### src/rtl/utc_pkg.sv
// Shared types and constants for the UTF-8 text console cursor block.
// Used by the front decoder, the command queue, the back cursor engine and the top level.
// No dependencies.
`default_nettype none

package utc_pkg;

  // Field widths fixed by the interface
  localparam int unsigned CP_W      = 21;
  localparam int unsigned PORT_COL_W = 9;
  localparam int unsigned PORT_ROW_W = 8;
  localparam int unsigned ACT_W     = 2;
  localparam int unsigned CFG_COL_W = 10;
  localparam int unsigned CFG_ROW_W = 9;
  localparam int unsigned CFG_DAT_W = 10;

  // Register indexes of the configuration port
  localparam logic CFG_IDX_COLS = 1'b0;
  localparam logic CFG_IDX_ROWS = 1'b1;

  // Register reset values
  localparam logic [CFG_COL_W-1:0] COLS_RESET = 10'd80;
  localparam logic [CFG_ROW_W-1:0] ROWS_RESET = 9'd25;

  // Result action codes
  localparam logic [ACT_W-1:0] ACT_STATUS = 2'd0;
  localparam logic [ACT_W-1:0] ACT_DRAW   = 2'd1;
  localparam logic [ACT_W-1:0] ACT_SCROLL = 2'd2;

  // Control code points
  localparam logic [CP_W-1:0] CP_NEWLINE = 21'h0000A;
  localparam logic [CP_W-1:0] CP_RETURN  = 21'h0000D;
  localparam logic [CP_W-1:0] CP_TAB     = 21'h00009;
  localparam logic [CP_W-1:0] CP_BACK    = 21'h00008;
  localparam logic [CP_W-1:0] CP_INVALID = 21'h0003F;

  // UTF-8 byte masks and patterns
  localparam logic [7:0] LEAD2_MASK = 8'hE0;
  localparam logic [7:0] LEAD2_PAT  = 8'hC0;
  localparam logic [7:0] LEAD3_MASK = 8'hF0;
  localparam logic [7:0] LEAD3_PAT  = 8'hE0;
  localparam logic [7:0] LEAD4_MASK = 8'hF8;
  localparam logic [7:0] LEAD4_PAT  = 8'hF0;
  localparam logic [7:0] CONT_MASK  = 8'hC0;
  localparam logic [7:0] CONT_PAT   = 8'h80;
  localparam logic [7:0] LEAD2_BITS = 8'h1F;
  localparam logic [7:0] LEAD3_BITS = 8'h0F;
  localparam logic [7:0] LEAD4_BITS = 8'h07;

  // Tab stops every four columns
  localparam int unsigned TAB_STEP = 4;

  // Queue between front and back
  localparam int unsigned QUEUE_DEPTH = 2;
  localparam int unsigned QPTR_W      = (QUEUE_DEPTH > 1) ? $clog2(QUEUE_DEPTH) : 1;
  localparam int unsigned QCNT_W      = $clog2(QUEUE_DEPTH + 1);

  // What the back has to do with one input
  typedef enum logic [2:0] {
    CMD_STATUS,
    CMD_SETPOS,
    CMD_NEWLINE,
    CMD_RETURN,
    CMD_TAB,
    CMD_BACK,
    CMD_DRAW
  } cmd_kind_e;

  typedef struct packed {
    cmd_kind_e             kind;
    logic [CP_W-1:0]       cp;
    logic [PORT_COL_W-1:0] col;
    logic [PORT_ROW_W-1:0] row;
  } cmd_t;

  // Map a finished code point to the command it causes
  function automatic cmd_kind_e cp_kind(input logic [CP_W-1:0] cp);
    cmd_kind_e k;
    k = CMD_DRAW;
    if (cp == CP_NEWLINE) k = CMD_NEWLINE;
    else if (cp == CP_RETURN) k = CMD_RETURN;
    else if (cp == CP_TAB) k = CMD_TAB;
    else if (cp == CP_BACK) k = CMD_BACK;
    return k;
  endfunction

endpackage

`default_nettype wire

### src/rtl/utc_front.sv
// Front part: accepts input transactions, runs the UTF-8 decoder and classifies
// each input into a cursor command. Depends on utc_pkg.
`default_nettype none

module utc_front (
  input  wire                            clk_i,
  input  wire                            rst_ni,
  input  wire                            in_valid_i,
  output logic                           in_ready_o,
  input  wire                            req_type_i,
  input  wire  [7:0]                     byte_in_i,
  input  wire  [utc_pkg::PORT_COL_W-1:0] new_col_i,
  input  wire  [utc_pkg::PORT_ROW_W-1:0] new_row_i,
  output logic                           cmd_valid_o,
  input  wire                            cmd_ready_i,
  output utc_pkg::cmd_t                  cmd_o
);
  import utc_pkg::*;

  logic [1:0]      owed_q, owed_d;
  logic [CP_W-1:0] partial_q, partial_d;
  logic [CP_W-1:0] merged;
  logic [CP_W-1:0] byte_cp;
  logic            accept;

  assign in_ready_o  = cmd_ready_i;
  assign cmd_valid_o = in_valid_i;
  assign accept      = in_valid_i & cmd_ready_i;

  assign byte_cp = CP_W'(byte_in_i);
  assign merged  = {partial_q[CP_W-7:0], byte_in_i[5:0]};

  // Decoder step and classification
  always_comb begin
    owed_d     = owed_q;
    partial_d  = partial_q;
    cmd_o.kind = CMD_STATUS;
    cmd_o.cp   = '0;
    cmd_o.col  = new_col_i;
    cmd_o.row  = new_row_i;
    if (req_type_i) begin
      cmd_o.kind = CMD_SETPOS;
    end else if (!byte_in_i[7]) begin
      owed_d     = 2'd0;
      partial_d  = '0;
      cmd_o.kind = cp_kind(byte_cp);
      cmd_o.cp   = byte_cp;
    end else if ((byte_in_i & LEAD2_MASK) == LEAD2_PAT) begin
      owed_d    = 2'd1;
      partial_d = CP_W'(byte_in_i & LEAD2_BITS);
    end else if ((byte_in_i & LEAD3_MASK) == LEAD3_PAT) begin
      owed_d    = 2'd2;
      partial_d = CP_W'(byte_in_i & LEAD3_BITS);
    end else if ((byte_in_i & LEAD4_MASK) == LEAD4_PAT) begin
      owed_d    = 2'd3;
      partial_d = CP_W'(byte_in_i & LEAD4_BITS);
    end else if (((byte_in_i & CONT_MASK) == CONT_PAT) && (owed_q != 2'd0)) begin
      owed_d = owed_q - 2'd1;
      if (owed_q == 2'd1) begin
        // sequence complete
        partial_d  = '0;
        cmd_o.kind = cp_kind(merged);
        cmd_o.cp   = merged;
      end else begin
        partial_d = merged;
      end
    end else begin
      // stray continuation or invalid byte
      owed_d     = 2'd0;
      partial_d  = '0;
      cmd_o.kind = CMD_DRAW;
      cmd_o.cp   = CP_INVALID;
    end
  end

  // Decoder state
  always_ff @(posedge clk_i or negedge rst_ni) begin
    if (!rst_ni) begin
      owed_q    <= 2'd0;
      partial_q <= '0;
    end else if (accept) begin
      owed_q    <= owed_d;
      partial_q <= partial_d;
    end
  end

endmodule

`default_nettype wire

### src/rtl/utc_queue.sv
// Short command queue between the front decoder and the back cursor engine.
// Depends on utc_pkg for the command type and depth.
`default_nettype none

module utc_queue (
  input  wire           clk_i,
  input  wire           rst_ni,
  input  wire           push_valid_i,
  output logic          push_ready_o,
  input  utc_pkg::cmd_t push_data_i,
  output logic          pop_valid_o,
  input  wire           pop_ready_i,
  output utc_pkg::cmd_t pop_data_o
);
  import utc_pkg::*;

  cmd_t              slot_q [QUEUE_DEPTH];
  logic [QPTR_W-1:0] wr_ptr_q, rd_ptr_q;
  logic [QCNT_W-1:0] count_q;
  logic              push, pop;

  assign push_ready_o = (count_q != QCNT_W'(QUEUE_DEPTH));
  assign pop_valid_o  = (count_q != '0);
  assign pop_data_o   = slot_q[rd_ptr_q];
  assign push         = push_valid_i & push_ready_o;
  assign pop          = pop_valid_o & pop_ready_i;

  // Pointers and fill count
  always_ff @(posedge clk_i or negedge rst_ni) begin
    if (!rst_ni) begin
      wr_ptr_q <= '0;
      rd_ptr_q <= '0;
      count_q  <= '0;
    end else begin
      if (push) begin
        wr_ptr_q <= (wr_ptr_q == QPTR_W'(QUEUE_DEPTH - 1)) ? '0 : wr_ptr_q + 1'b1;
      end
      if (pop) begin
        rd_ptr_q <= (rd_ptr_q == QPTR_W'(QUEUE_DEPTH - 1)) ? '0 : rd_ptr_q + 1'b1;
      end
      if (push && !pop) count_q <= count_q + 1'b1;
      else if (pop && !push) count_q <= count_q - 1'b1;
    end
  end

  // Storage
  always_ff @(posedge clk_i) begin
    if (push) slot_q[wr_ptr_q] <= push_data_i;
  end

endmodule

`default_nettype wire

### src/rtl/utc_back.sv
// Back part: holds the text cursor, carries out queued commands and drives the
// registered result channel (draw, scroll, status). Depends on utc_pkg.
`default_nettype none

module utc_back #(
  parameter int unsigned MAX_COLS = 512,
  parameter int unsigned MAX_ROWS = 256
) (
  input  wire                            clk_i,
  input  wire                            rst_ni,
  input  wire  [utc_pkg::CFG_COL_W-1:0]  cols_cfg_i,
  input  wire  [utc_pkg::CFG_ROW_W-1:0]  rows_cfg_i,
  input  wire                            cmd_valid_i,
  output logic                           cmd_ready_o,
  input  utc_pkg::cmd_t                  cmd_i,
  output logic                           out_valid_o,
  input  wire                            out_ready_i,
  output logic [utc_pkg::ACT_W-1:0]      action_o,
  output logic [utc_pkg::CP_W-1:0]       code_point_o,
  output logic [utc_pkg::PORT_COL_W-1:0] at_col_o,
  output logic [utc_pkg::PORT_ROW_W-1:0] at_row_o,
  output logic [utc_pkg::PORT_COL_W-1:0] pos_col_o,
  output logic [utc_pkg::PORT_ROW_W-1:0] pos_row_o,
  output logic                           last_o
);
  import utc_pkg::*;

  localparam int unsigned CW  = $clog2(MAX_COLS);
  localparam int unsigned RW  = $clog2(MAX_ROWS);
  localparam int unsigned ECW = $clog2(MAX_COLS + 1);
  localparam int unsigned ERW = $clog2(MAX_ROWS + 1);

  logic [CW-1:0]  col_q, col_d;
  logic [RW-1:0]  row_q, row_d;
  logic [ECW-1:0] cols_eff;
  logic [ERW-1:0] rows_eff;
  logic [31:0]    cols_w, rows_w;
  logic [31:0]    row_inc_w, col_inc_w, tab_w;
  logic           nl_scroll;
  logic [RW-1:0]  nl_row;
  logic           scroll, draw;
  logic           out_valid_q, pend_q;
  logic           out_free, pop;

  // Effective screen size: zero acts as one, clamp at the maximum
  always_comb begin
    cols_w = 32'(cols_cfg_i);
    rows_w = 32'(rows_cfg_i);
    if (cols_w == 32'd0) cols_w = 32'd1;
    if (cols_w > MAX_COLS) cols_w = MAX_COLS;
    if (rows_w == 32'd0) rows_w = 32'd1;
    if (rows_w > MAX_ROWS) rows_w = MAX_ROWS;
    cols_eff = ECW'(cols_w);
    rows_eff = ERW'(rows_w);
  end

  // Next-line step, with scroll when it passes the last row
  assign row_inc_w = 32'(row_q) + 32'd1;
  assign nl_scroll = (row_inc_w >= 32'(rows_eff));
  assign nl_row    = nl_scroll ? RW'(rows_eff - 1'b1) : RW'(row_inc_w);
  assign col_inc_w = 32'(col_q) + 32'd1;
  assign tab_w     = (32'(col_q) + TAB_STEP) & ~(TAB_STEP - 1);

  // Command execution
  always_comb begin
    col_d  = col_q;
    row_d  = row_q;
    scroll = 1'b0;
    draw   = 1'b0;
    case (cmd_i.kind)
      CMD_STATUS: ;
      CMD_SETPOS: begin
        if (32'(cmd_i.col) < 32'(cols_eff)) col_d = CW'(cmd_i.col);
        if (32'(cmd_i.row) < 32'(rows_eff)) row_d = RW'(cmd_i.row);
      end
      CMD_NEWLINE: begin
        col_d  = '0;
        row_d  = nl_row;
        scroll = nl_scroll;
      end
      CMD_RETURN: col_d = '0;
      CMD_TAB: begin
        if (tab_w >= 32'(cols_eff)) begin
          col_d  = '0;
          row_d  = nl_row;
          scroll = nl_scroll;
        end else begin
          col_d = CW'(tab_w);
        end
      end
      CMD_BACK: begin
        if (col_q != '0) col_d = col_q - 1'b1;
      end
      CMD_DRAW: begin
        draw = 1'b1;
        if (col_inc_w >= 32'(cols_eff)) begin
          col_d  = '0;
          row_d  = nl_row;
          scroll = nl_scroll;
        end else begin
          col_d = CW'(col_inc_w);
        end
      end
      default: ;
    endcase
  end

  // Output slot handshake; a pending scroll blocks the next command
  assign out_free    = !out_valid_q || out_ready_i;
  assign cmd_ready_o = out_free && !pend_q;
  assign pop         = cmd_ready_o && cmd_valid_i;
  assign out_valid_o = out_valid_q;

  // Control state: cursor, output valid, pending second result
  always_ff @(posedge clk_i or negedge rst_ni) begin
    if (!rst_ni) begin
      col_q       <= '0;
      row_q       <= '0;
      out_valid_q <= 1'b0;
      pend_q      <= 1'b0;
    end else if (out_free) begin
      if (pend_q) begin
        out_valid_q <= 1'b1;
        pend_q      <= 1'b0;
      end else if (cmd_valid_i) begin
        out_valid_q <= 1'b1;
        pend_q      <= draw && scroll;
        col_q       <= col_d;
        row_q       <= row_d;
      end else begin
        out_valid_q <= 1'b0;
      end
    end
  end

  // Result payload
  always_ff @(posedge clk_i) begin
    if (out_free && pend_q) begin
      action_o     <= ACT_SCROLL;
      code_point_o <= '0;
      at_col_o     <= '0;
      at_row_o     <= '0;
      pos_col_o    <= PORT_COL_W'(col_q);
      pos_row_o    <= PORT_ROW_W'(row_q);
      last_o       <= 1'b1;
    end else if (pop) begin
      pos_col_o <= PORT_COL_W'(col_d);
      pos_row_o <= PORT_ROW_W'(row_d);
      if (draw) begin
        action_o     <= ACT_DRAW;
        code_point_o <= cmd_i.cp;
        at_col_o     <= PORT_COL_W'(col_q);
        at_row_o     <= PORT_ROW_W'(row_q);
        last_o       <= !scroll;
      end else begin
        action_o     <= scroll ? ACT_SCROLL : ACT_STATUS;
        code_point_o <= '0;
        at_col_o     <= '0;
        at_row_o     <= '0;
        last_o       <= 1'b1;
      end
    end
  end

endmodule

`default_nettype wire

### src/rtl/utf8_text_console_cursor.sv
// UTF-8 text console cursor engine, top level. Each input transaction is a console
// byte or a set-cursor request; it gives one result (status, or a draw or scroll
// command) or two (a draw followed by a scroll), the last one flagged by last_o,
// each carrying the cursor after the whole input. The front decoder takes one input
// per cycle into a two-entry command queue while it has room; the back cursor engine
// retires one command per cycle into a registered result slot while free and no scroll
// is pending, so the block sustains one input per clock while each input yields one
// result, and a draw that scrolls holds the back for its second result, as the result
// channel carries one result per clock. Inputs pass the queue and the result register.
// Column and row counts must be written through the configuration port only while
// idle; this is not enforced. Depends on utc_pkg, utc_front, utc_queue and utc_back.
`default_nettype none

module utf8_text_console_cursor #(
  parameter int unsigned MAX_COLS = 512,
  parameter int unsigned MAX_ROWS = 256
) (
  input  wire                            clk_i,
  input  wire                            rst_ni,
  input  wire                            cfg_valid_i,
  output logic                           cfg_ready_o,
  input  wire                            cfg_index_i,
  input  wire  [utc_pkg::CFG_DAT_W-1:0]  cfg_data_i,
  input  wire                            in_valid_i,
  output logic                           in_ready_o,
  input  wire                            req_type_i,
  input  wire  [7:0]                     byte_in_i,
  input  wire  [utc_pkg::PORT_COL_W-1:0] new_col_i,
  input  wire  [utc_pkg::PORT_ROW_W-1:0] new_row_i,
  output logic                           out_valid_o,
  input  wire                            out_ready_i,
  output logic [utc_pkg::ACT_W-1:0]      action_o,
  output logic [utc_pkg::CP_W-1:0]       code_point_o,
  output logic [utc_pkg::PORT_COL_W-1:0] at_col_o,
  output logic [utc_pkg::PORT_ROW_W-1:0] at_row_o,
  output logic [utc_pkg::PORT_COL_W-1:0] pos_col_o,
  output logic [utc_pkg::PORT_ROW_W-1:0] pos_row_o,
  output logic                           last_o
);
  import utc_pkg::*;

  logic [CFG_COL_W-1:0] cols_q;
  logic [CFG_ROW_W-1:0] rows_q;
  logic                 fr_valid, fr_ready;
  cmd_t                 fr_cmd;
  logic                 bk_valid, bk_ready;
  cmd_t                 bk_cmd;

  // Configuration registers
  assign cfg_ready_o = 1'b1;

  always_ff @(posedge clk_i or negedge rst_ni) begin
    if (!rst_ni) begin
      cols_q <= COLS_RESET;
      rows_q <= ROWS_RESET;
    end else if (cfg_valid_i) begin
      case (cfg_index_i)
        CFG_IDX_COLS: cols_q <= cfg_data_i[CFG_COL_W-1:0];
        CFG_IDX_ROWS: rows_q <= cfg_data_i[CFG_ROW_W-1:0];
        default: ;
      endcase
    end
  end

  // Decoder front
  utc_front u_front (
    .clk_i       (clk_i),
    .rst_ni      (rst_ni),
    .in_valid_i  (in_valid_i),
    .in_ready_o  (in_ready_o),
    .req_type_i  (req_type_i),
    .byte_in_i   (byte_in_i),
    .new_col_i   (new_col_i),
    .new_row_i   (new_row_i),
    .cmd_valid_o (fr_valid),
    .cmd_ready_i (fr_ready),
    .cmd_o       (fr_cmd)
  );

  // Command queue
  utc_queue u_queue (
    .clk_i        (clk_i),
    .rst_ni       (rst_ni),
    .push_valid_i (fr_valid),
    .push_ready_o (fr_ready),
    .push_data_i  (fr_cmd),
    .pop_valid_o  (bk_valid),
    .pop_ready_i  (bk_ready),
    .pop_data_o   (bk_cmd)
  );

  // Cursor engine back
  utc_back #(
    .MAX_COLS (MAX_COLS),
    .MAX_ROWS (MAX_ROWS)
  ) u_back (
    .clk_i        (clk_i),
    .rst_ni       (rst_ni),
    .cols_cfg_i   (cols_q),
    .rows_cfg_i   (rows_q),
    .cmd_valid_i  (bk_valid),
    .cmd_ready_o  (bk_ready),
    .cmd_i        (bk_cmd),
    .out_valid_o  (out_valid_o),
    .out_ready_i  (out_ready_i),
    .action_o     (action_o),
    .code_point_o (code_point_o),
    .at_col_o     (at_col_o),
    .at_row_o     (at_row_o),
    .pos_col_o    (pos_col_o),
    .pos_row_o    (pos_row_o),
    .last_o       (last_o)
  );

endmodule

`default_nettype wire

### config.mk
export PLATFORM = sky130hd
export DESIGN_NAME = utf8_text_console_cursor
export DESIGN_NICKNAME = d
export VERILOG_FILES = /design/src/rtl/utc_pkg.sv /design/src/rtl/utc_front.sv /design/src/rtl/utc_queue.sv /design/src/rtl/utc_back.sv /design/src/rtl/utf8_text_console_cursor.sv
export SDC_FILE = /design/constraint.sdc
export NUM_CORES = 1
export LEC_CHECK = 0
export BUFFER_PORTS_ARGS = -buffer_cell sky130_fd_sc_hd__buf_2
export CORE_MARGIN = 5
export CORE_UTILIZATION = 40
export DETAILED_ROUTE_END_ITERATION = 8
export GPL_TIMING_DRIVEN = 0
export SLEW_MARGIN = 0
export SYNTH_ARGS = -nofsm -noshare
export SYNTH_HDL_FRONTEND = slang
export SYNTH_HIERARCHICAL = 1
export SYNTH_SLANG_ARGS = --single-unit
### constraint.sdc
create_clock -name clk_i -period 7.7 [get_ports clk_i]
set_clock_uncertainty 0.05 [all_clocks]
set_input_delay 0.77 -clock clk_i [delete_from_list [all_inputs] [get_ports clk_i]]
set_output_delay 0.77 -clock clk_i [all_outputs]
set_load 0.02 [all_outputs]
==> flow_summary.yaml <==
global_routing:
  grt_max_degree: 60
  grt_pass1_vias: 7829
  grt.overflow.total: 0
  track_usage: 0.189
  grt_pass1_wl_um: 45300
  antenna_found_initial: 0
flow_run:
  max_cap_viol_count: 0
finish:
  syn2layout_area_growth_pct: 13.9
  fin_nets: 1195
  final_cell_area_um2: 12400
  antenna_cells: 0
  drive_above_1_share: 0.225
synthesis:
  syn_inst: 998
  synth-edff-count: 99
  yosysTopAreaCellShare: 0.274
  synth_warnings: 6
  synth.area.top_cells: "edfxtp_1 27%, dfrtp_1 12%, dfxtp_1 7.6%"
  synth.largest_area_cell: "edfxtp_1"
  yosysUniqueCellTypes: 84
  synth.cell_area_um2: 10900
  yosysMostFrequentCell: "nand2_1"
  synthArstFlopShare: 0.296
  synth_ff_type: "edfxtp_1"
  synth_fp_nets: 1091
  syn_avg_cell_area_um2: 10.9
  ys_seq_area_frac: 0.485
  synth_commonest_cells: "104 x nand2_1, 99 x edfxtp_1, 81 x a21oi_1, 63 x nand3_1, 54 x dfrtp_1"
  ys_seq_elements: 199
routing:
  wl_met1_um: 13400
  detail_route.vias_per_cell: 5.56
  drcViolationCount: 0
  drt-total-wl_um: 29000
  dr_wl_met3_um: 1610
  dr_total_vias: 8089
  drtAntennaViolNets: 0
  avgRoutedWirePerCell_um: 19.9
  route.top_layer_used: "met4"
  met2_length_um: 13700
  drt_iter0_drc: 722
  dr.pass1.iters: 5
floorplanning:
  die_y_um: 175
  die_width_um: 175
  initial_core_util: 0.404
  fp-row-count: 60
  ios: 103
  dieArea_um2: 30600
  core_um2: 26900
timing:
  slew_violations: 0
  slew-limit-headroom: 0.358
  min_period_ns: 4.50
  period_share: 0.584
  tns_ns: 0
  worstMarginPinSlew_ns: 0.956
  max_clock_freq_ghz: 0.222
  setup_violations: 0
  rsz0062_at_grt: "false"
  hold_violations: 0
clock_tree:
  cts_resized: 0
  post_cts.repair.setup_buffers: 0
  tritoncts: "built"
  clock_path_buffers: 2
  cts_made_buffers: 17
  ctsHoldBuffers: 0
  clock-sinks: 199
  htree_levels: 4
  path_clk_slew_ns: 0.08
  root_buffer: "clkbuf_16"
  clkLatencyLatePin_ns: 0.44
min_path:
  hold_class: "in -> async"
worst_setup_path:
  start_kind: "flop"
  path_cells: "ha_1 -> clkbuf_1 -> nand3_1 -> nor2_1 -> nand2_1 -> xor2_1 -> inv_1 -> ha_1 -> a211o_1 -> a21oi_1 -> nand3_1 -> o21a_1 -> buf_6 -> a211o_1 -> buf_2 -> buf_2 -> a21oi_1 -> o22ai_1"
  crit_buf_inv: 5
  path_delay_family: "compound AO/OA/AOI/OAI gates"
  crit_path_max_incr_delay_ns: 0.52
  crit_arrival_ns: 4.61
  slowest_stage: "dfrtp_1"
  worstPathRequired_ns: 7.81
  cp_max_fo: 10
  criticalPathCategory: "reg -> reg"
  cp-end-kind: "flop"
pwr:
  p_clk_frac: 0.180
  p_int_mw: 2.93
  p_seq_frac: 0.321
  powerDensity_nw_per_um2: 413
  p_comb_frac: 0.499
  switching_share: 0.427
  p_switching_mw: 2.18
  vdd_drop_max_v: 0.000233
  leakage_nw: 5.13
placed_design:
  place.gp.congestion: 0.923
  placed_area_um2: 11800
  port_buffers: 82
  dp_hpwl_um: 21700
outcome:
  status: "completed"
## flip-flops by register name, summed over array words and instances, names as in the netlist, 8 cells and up
signal,cells
u_back/code_point_o,21
u_back/at_col_o,9
u_back/col_q,9
u_front/partial_q,15
u_back/pos_row_o,8
u_queue/slot_q,82
rows_q,9
u_back/at_row_o,8
u_back/pos_col_o,9
cols_q,10
u_back/row_q,8
## worst register-to-register path, cell delays in order (launching register included)
cell and delay [ns]:
dfrtp_1 0.52, ha_1 0.21, clkbuf_1 0.38, nand3_1 0.18, nor2_1 0.22, nand2_1 0.09
xor2_1 0.18, inv_1 0.10, ha_1 0.22, a211o_1 0.26, a21oi_1 0.20, nand3_1 0.13
o21a_1 0.20, buf_6 0.14, a211o_1 0.31, buf_2 0.22, buf_2 0.22, a21oi_1 0.23
o22ai_1 0.16
## metal layers
metal,vias to the layer above,GRT usage
met3,24,0.0355
met4,0,0.0412
li1,3877,-
met1,3934,0.267
met2,254,0.305
met5,-,0
## power by group through the flow
stage	clock network (mW)	logic (mW)	registers (mW)
floorplan	0	1.67	1.76
global placement	0	2.46	1.67
detailed placement	0	2.52	1.66
CTS	0.933	2.53	1.64
global route	0.984	2.77	1.67
finish	0.919	2.55	1.64
## logic make-up (layout without fill, tap and decap cells)
| logic type | Yosys count | after routing | share of synthesized area |
|---|---|---|---|
| multiplexers | 66 | 66 | 0.0851 |
| XOR/XNOR | 29 | 29 | 0.0234 |
| flip-flops | 199 | 199 | 0.485 |
| adder cells (fa/ha/maj) | 51 | 51 | 0.0587 |
| AND/OR/NAND/NOR | 304 | 304 | 0.138 |
| other | 1 | 1 | 0.000345 |
| buffers and inverters | 103 | 220 | 0.0623 |
| AO/OA/AOI/OAI | 245 | 245 | 0.147 |
## through the flow
stage | instances | total power [mW] | setup slack, ns | hold WS, ns | util
5_1_grt | 1456 | 5.42 | 3.05 | 0.421 | 0.461
2_1_floorplan | 998 | 3.43 | 4.14 | 0.406 | -
3_5_place_dp | 1424 | 4.18 | 3.30 | 0.392 | 0.438
6_report | 1456 | 5.11 | 3.20 | 0.382 | 0.461
4_1_cts | 1456 | 5.10 | 3.30 | 0.403 | 0.461
3_3_place_gp | 1421 | 4.13 | 3.28 | 0.390 | 0.436
## cell usage in the layout, fill, tap and decap left out, types with 17 or more instances in the layout
cell type  netlist  final
clkbuf_16        0     17
dfrtp_1         54     54
inv_1           28     28
clkbuf_1        28     28
ha_1            51     51
edfxtp_1        99     99
nand2_1        104    104
dfxtp_1         41     41
o21ai_0         39     39
nand3_1         63     63
nor2_1          50     48
buf_2            5     86
a21oi_1         81     81
buf_4           20     21
mux2_4          49     49
## cell type report
class,count,area (um^2)
Clock inverter,15,184
Timing Repair Buffer,85,468
Multi-Input combinational cell,696,4930
Inverter,30,115
Fill cell,2515,14500
Clock buffer,17,425
Buffer,73,562
Sequential cell,199,5280
Tap cell,341,427
## path summary, 6_finish.rpt
kind                            depth (start not counted)  slack, ns               start                  end
worst max-delay path                                   18       3.20     u_back/col_q[3]  u_back/pos_row_o[7]
worst min-delay path                                    1       0.38              rst_ni   u_queue/count_q[0]
worst max register to register                         18       3.20     u_back/col_q[3]  u_back/pos_row_o[7]
worst min register to register                          2       0.40  u_back/at_col_o[5]   u_back/at_col_o[5]
max in group asynchronous                               1       6.68              rst_ni            rows_q[1]
min in group clk_i                                      2       0.40  u_back/at_col_o[5]   u_back/at_col_o[5]
No activity file was read; power rests on OpenSTA's default activity.
